## config.mk

```make
export PLATFORM = sky130hd
export DESIGN_NAME = lzss_stream_decompressor
export DESIGN_NICKNAME = d
export VERILOG_FILES = /design/src/lzss_pkg.sv /design/src/lzss_ctrl.sv /design/src/lzss_dp.sv /design/src/lzss_stream_decompressor.sv
export SDC_FILE = /design/constraint.sdc
export NUM_CORES = 2
export LEC_CHECK = 0
export BUFFER_PORTS_ARGS = -buffer_cell sky130_fd_sc_hd__buf_2
export CORE_MARGIN = 3
export CORE_UTILIZATION = 40
export DETAILED_ROUTE_END_ITERATION = 12
export GPL_TIMING_DRIVEN = 0
export PLACE_DENSITY = 0.6
export SYNTH_ARGS = -nofsm -noshare
export SYNTH_HDL_FRONTEND = slang
export SYNTH_SLANG_ARGS = --single-unit
```

## constraint.sdc

```tcl
create_clock -name i_clk -period 14.61 [get_ports i_clk]
set_clock_uncertainty 0.1 [all_clocks]
set_input_delay 1.461 -clock i_clk [delete_from_list [all_inputs] [get_ports i_clk]]
set_output_delay 1.461 -clock i_clk [all_outputs]
set_load 0.02 [all_outputs]
```

## src/lzss_pkg.sv

```systemverilog
`timescale 1ns / 1ps
// ----------------------------------------------------------------------------
// lzss_pkg
// Shared types and codes for the LZSS stream decompressor.
// ----------------------------------------------------------------------------
package lzss_pkg;

    localparam logic [1:0] OP_LOAD  = 2'd0;
    localparam logic [1:0] OP_START = 2'd1;
    localparam logic [1:0] OP_BYTE  = 2'd2;

    typedef enum logic [2:0] {
        ST_IDLE,
        ST_APPEND,
        ST_PARSE,
        ST_COPY_RD,
        ST_COPY_WR,
        ST_FLUSH
    } t_state;

    typedef struct packed {
        logic tbl_wr;
        logic start;
        logic tbl_rd;
        logic append;
        logic emit_lit;
        logic take_match;
        logic hist_rd;
        logic emit_copy;
        logic clear_pend;
        logic flush;
    } t_dp_cmd;

    typedef struct packed {
        logic rem_zero;
        logic rem_one;
        logic lit_ready;
        logic match_ready;
        logic copy_last;
        logic hold_v;
        logic out_free;
        logic can_stage;
    } t_dp_stat;

endpackage

```

## src/lzss_ctrl.sv

```systemverilog
`timescale 1ns / 1ps
// ----------------------------------------------------------------------------
// lzss_ctrl
// Controller: accepts items and sequences token parsing and match copies.
// ----------------------------------------------------------------------------
module lzss_ctrl (
    input  logic              i_clk,
    input  logic              i_rst_n,
    input  logic              i_s_tvalid,
    input  logic [1:0]        i_s_op,
    input  lzss_pkg::t_dp_stat i_stat,
    output logic              o_s_tready,
    output lzss_pkg::t_dp_cmd o_cmd
);
    import lzss_pkg::*;

    t_state r_state;
    t_state n_state;
    logic   w_accept;

    assign o_s_tready = (r_state == ST_IDLE);
    assign w_accept   = i_s_tvalid && o_s_tready;

    always_ff @(posedge i_clk) begin
        if (!i_rst_n) begin
            r_state <= ST_IDLE;
        end else begin
            r_state <= n_state;
        end
    end

    always_comb begin
        n_state = r_state;
        o_cmd   = '0;
        case (r_state)
            ST_IDLE: begin
                if (w_accept) begin
                    case (i_s_op)
                        OP_LOAD: begin
                            o_cmd.tbl_wr = 1'b1;
                        end
                        OP_START: begin
                            o_cmd.start = 1'b1;
                        end
                        OP_BYTE: begin
                            if (!i_stat.rem_zero) begin
                                o_cmd.tbl_rd = 1'b1;
                                n_state      = ST_APPEND;
                            end
                        end
                        default: begin
                        end
                    endcase
                end
            end
            ST_APPEND: begin
                o_cmd.append = 1'b1;
                n_state      = ST_PARSE;
            end
            ST_PARSE: begin
                if (i_stat.rem_zero) begin
                    o_cmd.clear_pend = 1'b1;
                    n_state          = ST_FLUSH;
                end else if (i_stat.lit_ready) begin
                    if (i_stat.can_stage) begin
                        o_cmd.emit_lit = 1'b1;
                    end
                end else if (i_stat.match_ready) begin
                    o_cmd.take_match = 1'b1;
                    n_state          = ST_COPY_RD;
                end else begin
                    n_state = ST_FLUSH;
                end
            end
            ST_COPY_RD: begin
                o_cmd.hist_rd = 1'b1;
                n_state       = ST_COPY_WR;
            end
            ST_COPY_WR: begin
                if (i_stat.can_stage) begin
                    o_cmd.emit_copy = 1'b1;
                    if (i_stat.copy_last || i_stat.rem_one) begin
                        n_state = ST_PARSE;
                    end else begin
                        n_state = ST_COPY_RD;
                    end
                end
            end
            ST_FLUSH: begin
                if (!i_stat.hold_v) begin
                    n_state = ST_IDLE;
                end else if (i_stat.out_free) begin
                    o_cmd.flush = 1'b1;
                    n_state     = ST_IDLE;
                end
            end
            default: begin
                n_state = ST_IDLE;
            end
        endcase
    end

endmodule

```

## src/lzss_dp.sv

```systemverilog
`timescale 1ns / 1ps
// ----------------------------------------------------------------------------
// lzss_dp
// Datapath: substitution table, bit buffer, history window, output staging.
// ----------------------------------------------------------------------------
module lzss_dp #(
    parameter int OFFSET_BITS = 8,
    parameter int COUNT_BITS  = 4
) (
    input  logic              i_clk,
    input  logic              i_rst_n,
    input  lzss_pkg::t_dp_cmd i_cmd,
    input  logic [47:0]       i_s_tdata,
    input  logic              i_m_tready,
    output lzss_pkg::t_dp_stat o_stat,
    output logic              o_m_tvalid,
    output logic [7:0]        o_m_tdata,
    output logic              o_m_tlast,
    output logic              o_m_tuser
);
    import lzss_pkg::*;

    localparam int WIN_SIZE   = 1 << OFFSET_BITS;
    localparam int START_I    = WIN_SIZE - (1 << COUNT_BITS) - 1;
    localparam logic [OFFSET_BITS-1:0] START_POS = START_I[OFFSET_BITS-1:0];
    localparam int MATCH_BITS = 1 + OFFSET_BITS + COUNT_BITS;
    localparam int PB_W       = OFFSET_BITS + COUNT_BITS + 8;
    localparam int PC_W       = $clog2(PB_W + 1);
    localparam int FILL_W     = OFFSET_BITS + 1;
    localparam int CL_W       = COUNT_BITS + 1;

    logic [7:0]             w_byte_value;
    logic [7:0]             w_table_index;
    logic [31:0]            w_output_length;

    logic [7:0]             r_tbl_mem [256];
    logic [255:0]           r_tbl_valid;
    logic [7:0]             r_tbl_q;
    logic                   r_tbl_qv;
    logic [7:0]             r_tbl_qi;

    logic [7:0]             r_hist_mem [WIN_SIZE];
    logic [7:0]             r_hist_raw;
    logic                   r_hist_ok;

    logic [PB_W-1:0]        r_pend;
    logic [PC_W-1:0]        r_pcnt;
    logic [31:0]            r_rem;
    logic [OFFSET_BITS-1:0] r_wp;
    logic [FILL_W-1:0]      r_fill;
    logic [OFFSET_BITS-1:0] r_cp_addr;
    logic [COUNT_BITS:0]    r_cp_left;

    logic                   r_hold_v;
    logic [7:0]             r_hold_b;
    logic                   r_out_v;
    logic [7:0]             r_out_b;
    logic                   r_out_last;
    logic                   r_out_done;

    logic [PB_W-1:0]        w_flag_vec;
    logic [PB_W-1:0]        w_lit_vec;
    logic [PB_W-1:0]        w_match_vec;
    logic                   w_flag;
    logic [7:0]             w_sub_byte;
    logic [OFFSET_BITS-1:0] w_dist;
    logic                   w_stage;
    logic [7:0]             w_stage_b;
    logic                   w_out_free;

    assign w_byte_value    = i_s_tdata[7:0];
    assign w_table_index   = i_s_tdata[15:8];
    assign w_output_length = i_s_tdata[47:16];

    assign w_flag_vec  = r_pend >> (r_pcnt - PC_W'(1));
    assign w_lit_vec   = r_pend >> (r_pcnt - PC_W'(9));
    assign w_match_vec = r_pend >> (r_pcnt - PC_W'(MATCH_BITS));
    assign w_flag      = w_flag_vec[0];
    assign w_sub_byte  = r_tbl_qv ? r_tbl_q : r_tbl_qi;
    assign w_dist      = r_cp_addr - START_POS;
    assign w_stage     = i_cmd.emit_lit || i_cmd.emit_copy;
    assign w_stage_b   = i_cmd.emit_lit ? w_lit_vec[7:0] : (r_hist_ok ? r_hist_raw : 8'd0);
    assign w_out_free  = !r_out_v || i_m_tready;

    assign o_stat.rem_zero    = (r_rem == 32'd0);
    assign o_stat.rem_one     = (r_rem == 32'd1);
    assign o_stat.lit_ready   = w_flag && (r_pcnt >= PC_W'(9));
    assign o_stat.match_ready = !w_flag && (r_pcnt >= PC_W'(MATCH_BITS));
    assign o_stat.copy_last   = (r_cp_left == '0);
    assign o_stat.hold_v      = r_hold_v;
    assign o_stat.out_free    = w_out_free;
    assign o_stat.can_stage   = !r_hold_v || w_out_free;

    assign o_m_tvalid = r_out_v;
    assign o_m_tdata  = r_out_b;
    assign o_m_tlast  = r_out_last;
    assign o_m_tuser  = r_out_done;

    // substitution table, identity until an entry is loaded
    always_ff @(posedge i_clk) begin
        if (i_cmd.tbl_wr) begin
            r_tbl_mem[w_table_index] <= w_byte_value;
        end
        if (i_cmd.tbl_rd) begin
            r_tbl_q  <= r_tbl_mem[w_byte_value];
            r_tbl_qi <= w_byte_value;
        end
    end

    always_ff @(posedge i_clk) begin
        if (!i_rst_n) begin
            r_tbl_valid <= '0;
            r_tbl_qv    <= 1'b0;
        end else begin
            if (i_cmd.tbl_wr) begin
                r_tbl_valid[w_table_index] <= 1'b1;
            end
            if (i_cmd.tbl_rd) begin
                r_tbl_qv <= r_tbl_valid[w_byte_value];
            end
        end
    end

    // history window; entries beyond the fill count read as zero
    always_ff @(posedge i_clk) begin
        if (w_stage) begin
            r_hist_mem[r_wp] <= w_stage_b;
        end
        if (i_cmd.hist_rd) begin
            r_hist_raw <= r_hist_mem[r_cp_addr];
            r_hist_ok  <= ({1'b0, w_dist} < r_fill);
        end
    end

    always_ff @(posedge i_clk) begin
        if (i_cmd.append) begin
            r_pend <= {r_pend[PB_W-9:0], w_sub_byte};
        end
        if (i_cmd.take_match) begin
            r_cp_addr <= w_match_vec[COUNT_BITS +: OFFSET_BITS];
        end else if (i_cmd.emit_copy) begin
            r_cp_addr <= r_cp_addr + OFFSET_BITS'(1);
        end
        if (w_stage) begin
            r_hold_b <= w_stage_b;
        end
        if (i_cmd.flush || (w_stage && r_hold_v)) begin
            r_out_b <= r_hold_b;
        end
    end

    always_ff @(posedge i_clk) begin
        if (!i_rst_n) begin
            r_pcnt     <= '0;
            r_rem      <= '0;
            r_wp       <= START_POS;
            r_fill     <= '0;
            r_cp_left  <= '0;
            r_hold_v   <= 1'b0;
            r_out_v    <= 1'b0;
            r_out_last <= 1'b0;
            r_out_done <= 1'b0;
        end else begin
            if (i_cmd.start) begin
                r_pcnt <= '0;
                r_rem  <= w_output_length;
                r_wp   <= START_POS;
                r_fill <= '0;
            end else begin
                if (i_cmd.clear_pend) begin
                    r_pcnt <= '0;
                end else if (i_cmd.append) begin
                    r_pcnt <= r_pcnt + PC_W'(8);
                end else if (i_cmd.emit_lit) begin
                    r_pcnt <= r_pcnt - PC_W'(9);
                end else if (i_cmd.take_match) begin
                    r_pcnt <= r_pcnt - PC_W'(MATCH_BITS);
                end
                if (w_stage) begin
                    r_rem <= r_rem - 32'd1;
                    r_wp  <= r_wp + OFFSET_BITS'(1);
                    if (r_fill != FILL_W'(WIN_SIZE)) begin
                        r_fill <= r_fill + FILL_W'(1);
                    end
                end
            end

            if (i_cmd.take_match) begin
                r_cp_left <= {1'b0, w_match_vec[COUNT_BITS-1:0]} + CL_W'(1);
            end else if (i_cmd.emit_copy) begin
                r_cp_left <= r_cp_left - CL_W'(1);
            end

            if (i_cmd.flush) begin
                r_hold_v <= 1'b0;
            end else if (w_stage) begin
                r_hold_v <= 1'b1;
            end

            if (i_cmd.flush) begin
                r_out_v    <= 1'b1;
                r_out_last <= 1'b1;
                r_out_done <= (r_rem == 32'd0);
            end else if (w_stage && r_hold_v) begin
                r_out_v    <= 1'b1;
                r_out_last <= 1'b0;
                r_out_done <= 1'b0;
            end else if (i_m_tready) begin
                r_out_v <= 1'b0;
            end
        end
    end

endmodule

```

## src/lzss_stream_decompressor.sv

```systemverilog
`timescale 1ns / 1ps
// ----------------------------------------------------------------------------
// lzss_stream_decompressor
// LZSS decoder with a loadable byte substitution table and a circular
// history window, emitting one decompressed byte per output transaction.
// ----------------------------------------------------------------------------
// Items are taken one at a time. A table load or a stream start leaves the
// controller idle. A compressed byte goes through the table lookup and bit
// append, then each literal, each match token to decode and each copied
// byte (registered read of the single-port history window, then write-back),
// and closes the transaction with a last parse pass that finds no complete
// token, then the flush of the staged byte. While both the staging and
// output registers are full, a receiver that holds off stalls the decoder.
// Results of one item trail by one byte in a staging register so the final
// one can carry tlast; tuser marks the byte that reaches the stream length.
// The history window is tracked with a fill count, so a start needs no
// clearing pass.
module lzss_stream_decompressor #(
    parameter int OFFSET_BITS = 8,
    parameter int COUNT_BITS  = 4
) (
    input  logic        i_clk,
    input  logic        i_rst_n,
    input  logic        s_tvalid,
    output logic        s_tready,
    input  logic [47:0] s_tdata,   // byte_value, table_index, output_length
    input  logic [1:0]  s_tuser,   // operation
    output logic        m_tvalid,
    input  logic        m_tready,
    output logic [7:0]  m_tdata,   // out_byte
    output logic        m_tlast,
    output logic        m_tuser    // stream_done
);
    import lzss_pkg::*;

    t_dp_cmd  w_cmd;
    t_dp_stat w_stat;

    lzss_ctrl u_ctrl (
        .i_clk      (i_clk),
        .i_rst_n    (i_rst_n),
        .i_s_tvalid (s_tvalid),
        .i_s_op     (s_tuser),
        .i_stat     (w_stat),
        .o_s_tready (s_tready),
        .o_cmd      (w_cmd)
    );

    lzss_dp #(
        .OFFSET_BITS (OFFSET_BITS),
        .COUNT_BITS  (COUNT_BITS)
    ) u_dp (
        .i_clk      (i_clk),
        .i_rst_n    (i_rst_n),
        .i_cmd      (w_cmd),
        .i_s_tdata  (s_tdata),
        .i_m_tready (m_tready),
        .o_stat     (w_stat),
        .o_m_tvalid (m_tvalid),
        .o_m_tdata  (m_tdata),
        .o_m_tlast  (m_tlast),
        .o_m_tuser  (m_tuser)
    );

endmodule

```

Word level (Yosys, flattened, before mapping)
Memory sizes are Yosys's and may differ from the RTL's. A register that Yosys moved wholly into a read port is not among the register bits.
Cells that the tools add are included.
{"block": "word_totals", "ram_bits": 4096, "wordCells": 141, "out_inout_bits": 12, "n_memories": 2, "register_bits": 376, "in_bits": 54}
{"memory": "u_dp.r_hist_mem", "depth": 256, "width": 8, "rd": 1, "rd_clocked_by_memory_dff": 1, "write_ports": 1, "line_no": "lzss_dp.sv:42", "rtl": "logic [7:0] r_hist_mem [WIN_SIZE];"}
{"memory": "u_dp.r_tbl_mem", "depth": 256, "width": 8, "rd": 1, "rd_clocked_by_memory_dff": 1, "write_ports": 1, "line_no": "lzss_dp.sv:36", "rtl": "logic [7:0] r_tbl_mem [256];"}
{"block": "classes", "addsub": 11, "eq_ne": 15, "n_shift": 3, "bitwise": 2, "n_mux": 57, "magnitude_cmp": 6, "n_reduce_logical": 27}
{"op": "OR 256 bit", "n": 1}
{"op": "2-to-1 mux 32 bit", "n": 2}
{"op": "2-to-1 mux 8 bit", "n": 5}
{"op": "2-to-1 mux 3 bit", "n": 11}
{"op": "equality test 32 x 1 -> 1 bit, second input constant", "n": 1}
{"op": "zero test 32 bit", "n": 1}
{"op": "subtractor 32 x 1 -> 32 bit, second input constant", "n": 1}
{"op": "2-to-1 mux 1 bit", "n": 29}
{"op": "2-to-1 mux 5 bit", "n": 5}
{"op": "right shift 20 x 5 -> 1 bit", "n": 1}
{"op": "right shift 20 x 5 -> 12 bit", "n": 1}
{"op": "right shift 20 x 5 -> 8 bit", "n": 1}
{"op": "less-than comparator 8 x 9 -> 1 bit, second input constant", "n": 2}
{"op": "one-hot mux 3 bit (6 select lines)", "n": 1}
{"op": "adder 8 x 1 -> 8 bit, second input constant", "n": 2}
{"op": "greater-or-equal comparator 5 x 4 -> 1 bit, second input constant", "n": 2}
{"op": "subtractor 5 x 1 -> 5 bit, second input constant", "n": 2}
{"op": "subtractor 5 x 4 -> 5 bit, second input constant", "n": 2}
{"op": "adder 9 x 1 -> 9 bit, second input constant", "n": 1}
{"op": "less-than comparator 8 x 9 -> 1 bit", "n": 1}
{"op": "!= test 9 bit, second input constant", "n": 1}
{"op": "binary-select mux 1 bit (select 8 bit)", "n": 1}
{"op": "demux 1 bit (select 8 bit)", "n": 1}
{"op": "greater-or-equal comparator 8 x 1 -> 1 bit, second input constant", "n": 1}
{"op": "other kinds (26)", "n": 45}

Longest topological paths before layout
{"block": "depth", "word_depth": 12, "ltp_mapped": 16, "ltp_nobuf": 11}

Modules after synthesis
A second synthesis with hierarchy kept.
{"block": "unflattened", "cells_unflattened": 8037, "area_unflattened_um2": 174274.6}
{"module": "lzss_dp", "area_each_um2": 173930.6, "seq_area_each_um2": 131476.1, "instances": 1, "cells_each": 7995}
{"module": "lzss_ctrl", "area_each_um2": 344.1, "seq_area_each_um2": 60.1, "instances": 1, "cells_each": 42}

Worst setup path after synthesis
OpenSTA, ideal clock, no wires.
{"block": "synth_path", "kind": "register to register", "start": "register u_dp.r_pcnt[0]", "end": "memory u_dp.r_hist_mem[0][6] (data pin)", "setup_ps": 2194, "n_path_buf": 5, "slack_ps": -697, "required_ps": 12316, "t_arrival_ps": 13013, "path_stages_with_launch": 14, "period_less_slack_ps": 15307, "cell_sequence": "dfxtp_1 -> buf_2 -> buf_2 -> clkbuf_1 -> inv_1 -> ha_1 -> buf_2 -> mux4_2 -> mux2i_1 -> mux2i_1 -> a21o_1 -> and2_1 -> clkbuf_1 -> o21ai_0"}
{"block": "synth_via", "elab_chain_cells": 7, "elab_cells_between_ends": 10, "cone_classes": "add/sub (2); order compare (1); shift (2); mux (4); reduce/logical (1)"}
{"element": "from (decl)", "line_no": "lzss_dp.sv:47", "rtl": "logic [PC_W-1:0] r_pcnt;"}
{"element": "from (signal assigned)", "line_no": "lzss_dp.sv:173", "rtl": "r_pcnt <= r_pcnt + PC_W'(8);"}
{"element": "from (signal assigned)", "line_no": "lzss_dp.sv:175", "rtl": "r_pcnt <= r_pcnt - PC_W'(9);"}
{"element": "from (signal assigned)", "line_no": "lzss_dp.sv:177", "rtl": "r_pcnt <= r_pcnt - PC_W'(MATCH_BITS);"}
{"element": "subtractor 5 x 1 -> 5 bit", "line_no": "lzss_dp.sv:75", "rtl": "assign w_flag_vec = r_pend >> (r_pcnt - PC_W'(1));"}
{"element": "right shift 20 x 5 -> 1 bit", "line_no": "lzss_dp.sv:75"}
{"element": "logical AND 1 bit", "line_no": "lzss_dp.sv:87", "rtl": "assign o_stat.lit_ready = w_flag && (r_pcnt >= PC_W'(9));"}
{"element": "2-to-1 mux 1 bit", "line_no": "lzss_ctrl.sv:64", "rtl": "end else if (i_stat.lit_ready) begin"}
{"element": "2-to-1 mux 2 bit", "line_no": "lzss_ctrl.sv:61", "rtl": "if (i_stat.rem_zero) begin"}
{"element": "2-to-1 mux 2 bit", "line_no": "lzss_ctrl.sv:35", "rtl": "case (r_state)"}
{"element": "2-to-1 mux 8 bit *", "line_no": "lzss_dp.sv:82", "rtl": "assign w_stage_b = i_cmd.emit_lit ? w_lit_vec[7:0] : (r_hist_ok ? r_hist_raw : 8'd0);"}
{"element": "via u_dp.w_stage_b[6]", "line_no": "lzss_dp.sv:68", "rtl": "logic [7:0] w_stage_b;"}
{"element": "to (decl)", "line_no": "lzss_dp.sv:42"}
Mark *: on every way through the listed nets, which the timed path passes. The rest lies on a longest branch.

==> results.txt <==
----------------------------------------------------
[Status]
  Status ... complete, but fails checks
  Violated checks ... max-capacitance violations, max-slew violations

[Synthesis]
  Avg Inst Size Synth ... between 15 and 20 um2
  Leading cell types by total area after synthesis ... edfxtp_1 (71%), mux4_2 (13%), dfxtp_1 (3.7%)
  Proportion of synthesized chip area in sequential cells ... 75.0%
  Count of flip-flops with a built-in enable after synthesis ... between 4,000 and 5,000
  Synthesis warning total ... 0
  Synthesized flop and latch total ... 4,488
  Leading register cell type out of synthesis ... edfxtp_1
  Number of nets produced by synthesis ... a little over 9,000
  Share of Yosys cell area claimed by the top area cell type ... slightly above 70%
  Synth area leader ... edfxtp_1
  Synth cell types ... 80
  Cell Area, Synth ... ~180,000 um2
  Post-synthesis cell count ... ~9,000
  Share of synthesized registers carrying an async set or reset ... 0%

[Timing]
  Share of the clock period used by the worst path ... about 48%
  Worst hold slack ... around 0.32 ns
  Final setup fails ... 0
  Tightest Pin Transition ... 1.61 ns
  Tightest slew margin relative to the limit ... -7.13%
  Minimum setup slack in the final design ... between 7 and 8 ns
  Post-layout minimum cycle time ... a little over 7 ns
  Number of failing hold endpoints at the final stage ... 0
  Setup repair after global routing missed its margin ... false
  Max-slew violations ... 33
  Maximum clock frequency ... 141 MHz

[Clocking]
  Clock edge transition at the registers on the reported setup and hold paths ... about 0.060 ns
  TritonCTS Buffers ... 442
  Number of instances resized during post-cts repair ... 0
  Clock latency reported for the late side of the worst-skew pair ... 1.00 ns
  CTS max path bufs ... 4
  Number of sinks handled by clock tree synthesis ... roughly 4,500
  CTS Hold Buffers Added ... 0
  Setup bufs post-CTS ... 0
  H-tree depth reported by CTS ... 5
  Clk root buf ... clkbuf_16
  Clock tree from TritonCTS ... done

[Power and ir drop]
  Total leakage power ... 0.0625 uW
  Worst IR Drop VDD ... just under 0.1 mV
  Pwr/cell area ... approximately 140 nW/um2
  Clock network fraction of total power ... about 40%
  Int Pwr ... about 21,000 uW
  Share of power burned in registers ... about half
  Proportion of total power due to net switching ... a little under a quarter
  Combinational share of power ... roughly 9.1%
  Total power ... ~28,000 uW
  Switching power total ... 6620 uW

[Floorplanning]
  Die ar. ... ~450,000 um2
  Die height ... between 600 and 700 um
  Die Wd ... approximately 670 um
  Number of top-level design ports ... 66
  Floorplan core area ... approximately 440,000 um2
  Standard-cell rows ... 242
  Initial Util ... 40.3%

[Drt]
  Detailed-route vias per instance ... 5.97
  Antenna violation net count after detailed routing ... 0
  Drt wl/cell ... roughly 32 um
  Number of design rule violations left after detail routing ... 0
  Drt initial violations ... around 13,000
  Wire length reported by the detailed router ... just over 500,000 um
  Overall via count from detail_route ... between 90,000 and 100k
  DRT Pass-1 Iters ... 6

[Cells and area]
  Most common cell after layout, fill and taps aside ... edfxtp_1
  Commonest cells after routing, fill and taps aside ... edfxtp_1 (4,165), mux4_2 (1,000), nor2_1 (930), mux2i_1 (507), clkbuf_16 (449)
  Post-layout net count ... just under 10,000
  Layout cell share with drive strength beyond 1 ... approximately a fifth
  Area overhead of the layout relative to synthesis ... 13.4%
  Fraction of the core area covered by cells at the end of the flow ... 45.6%
  Final Cell Area ... between 150,000 and 200,000 um2

[GRT]
  Initial antenna violation count ... 16
  Remaining Overflow, GRT ... 0
  Pin count of the biggest net entering global routing ... about 190
  Wire length of the first global-routing pass ... 710,000 um
  Number of global-route vias before repair ... between 90,000 and 100k
  Overall fraction of global-route tracks in use ... 22.4%

[Worst setup path]
  Critical R2R Launch ... u_dp.r_pcnt[0]$_SDFFE_PP0P_
  Worst setup slack for register-to-register paths ... slightly below 8 ns
  CP arrival ... 7.65 ns
  Cell with the largest stage delay on the worst path ... clkbuf_1
  Critical path peak fanout ... about 150
  Category of the most critical setup path ... primary input to flop
  Max stage delay on crit path ... 1.05 ns
  Kind of end point of the critical path ... flop
  Cells along the critical path ... buf_8 > buf_16 > buf_2 > buf_2 > clkbuf_1 > clkbuf_1 > mux4_2 > mux4_2 > a22oi_1 > nand2_1 > a22oi_1 > o221ai_1
  Startpoint class of the critical path ... primary input
  Worst flop-to-flop path endpoint ... u_dp.r_hist_mem[176][1]$_DFFE_PP_
  Required time worst endpoint ... between 15 and 20 ns
  Register-to-Register Path Depth ... 14

[Place]
  Setup slack after placement ... roughly 6.5 ns
  Port buffer count ... 65
  Half-perimeter wire length after detailed placement ... roughly 350,000 um
  Global placer's final weighted congestion ... between 0.9 and 1
  Placed Instance Area ... between 150,000 and 200,000 um2

[Hold path]
  HP Start ... u_dp.r_hold_b[0]$_DFFE_PP_
  Hold-critical path depth ... 0
  Endpoint with the worst hold slack ... u_dp.o_m_tdata[0]$_DFFE_PP_
  Path class of the lowest-slack min-delay path ... flop to flop

[Flow run]
  Maximum Capacitance Violations ... 3

----------------------------------------------------
-- worst max-delay path by stage --
stage | start | to | slack, ns | cells after the start
floorplan | u_dp.r_pcnt[0]$_SDFFE_PP0P_ | u_dp.r_hist_mem[0][0]$_DFFE_PP_ | -0.65 | 13
global placement | u_dp.r_pcnt[0]$_SDFFE_PP0P_ | u_dp.r_hist_mem[158][3]$_DFFE_PP_ | -15.91 | 13
detailed placement | s_tdata[0] | u_dp.r_tbl_q[5]$_DFFE_PP_ | 6.53 | 12
CTS | s_tdata[0] | u_dp.r_tbl_q[5]$_DFFE_PP_ | 7.62 | 12
global route | s_tdata[0] | u_dp.r_tbl_q[1]$_DFFE_PP_ | 7.39 | 12
finish | s_tdata[0] | u_dp.r_tbl_q[5]$_DFFE_PP_ | 7.53 | 12
-- synth_stat cells (79+ instances only) --
cell type     n
nor2_1      930
o21ai_0      79
dfxtp_1     323
mux4_2     1000
o21a_1      101
o22ai_1     133
clkbuf_1    318
nand2_1     240
mux2i_1     507
a21oi_1     122
buf_2       112
o221ai_1    235
a211oi_1     93
edfxtp_1   4165
-- worst max-delay path: cells and delay by family --
family / cells / cell delay (ns)
buffers and inverters: 6 / 3.46
AND/OR/NAND/NOR: 1 / 0.29
multiplexers: 2 / 1.14
AO/OA/AOI/OAI: 3 / 1.05
-- registers in the layout, summed over array words and instances, names as in the netlist, 5 cells and up --
| signal | cells |
|---|---|
| u_dp.o_m_tdata | 8 |
| u_dp.r_cp_addr | 8 |
| u_dp.r_cp_left | 5 |
| u_dp.r_fill | 9 |
| u_dp.r_hist_mem | 2048 |
| u_dp.r_hist_raw | 8 |
| u_dp.r_hold_b | 8 |
| u_dp.r_pcnt | 5 |
| u_dp.r_pend | 20 |
| u_dp.r_rem | 32 |
| u_dp.r_tbl_mem | 2048 |
| u_dp.r_tbl_q | 8 |
| u_dp.r_tbl_qi | 8 |
| u_dp.r_tbl_valid | 256 |
| u_dp.r_wp | 8 |
-- layout make-up --
cell class              count  area (um2)
diodes                     16        40.0
plain buffers             549        2430
clock buffers             588       11900
clock inverters           226        2210
fillers                 36400      237000
inverters                  35         131
multi-input cells        3947       41400
flip-flops and latches   4488      132000
well taps                5734        7170
repair buffers            140        2010
-- layer usage --
metal,share of wire [%],routed length (um),vias up,GRT usage [%]
li1,-,-,38200,-
met1,39,198000,49600,29.7
met2,47,239000,4969,35.6
met3,9.0,45900,1087,4.73
met4,5.0,25500,10,9.98
met5,0.074,379,-,0
-- logic make-up (layout without fill, tap and decap cells) --
group / count (synthesis) / count (layout) / share of synthesized area [%]
XOR/XNOR: 56 / 56 / 0.280
adder cells (fa/ha/maj): 23 / 23 / 0.164
AND/OR/NAND/NOR: 1414 / 1414 / 3.43
flip-flops: 4488 / 4488 / 75.0
multiplexers: 1517 / 1517 / 15.8
other: 0 / 16 / 0
buffers and inverters: 584 / 1538 / 1.45
AO/OA/AOI/OAI: 937 / 937 / 3.87
-- power groups by stage --
stage / logic [uW] / clock network (uW) / registers [uW]
detailed placement: 2510 / 0 / 14400
CTS: 2510 / 11300 / 14100
finish: 2550 / 11200 / 14100
global placement: 2410 / 0 / 14600
global route: 2650 / 11800 / 14100
floorplan: 1420 / 0 / 14500
-- stage by stage --
stage	std cells	TNS, ns
after floorplan	9019	-1002.35
after global placement	14800	-
after detailed placement	14900	0
after CTS	15700	0
after global routing	15700	0
final	15700	0
No activity file was read; power rests on OpenSTA's default activity.
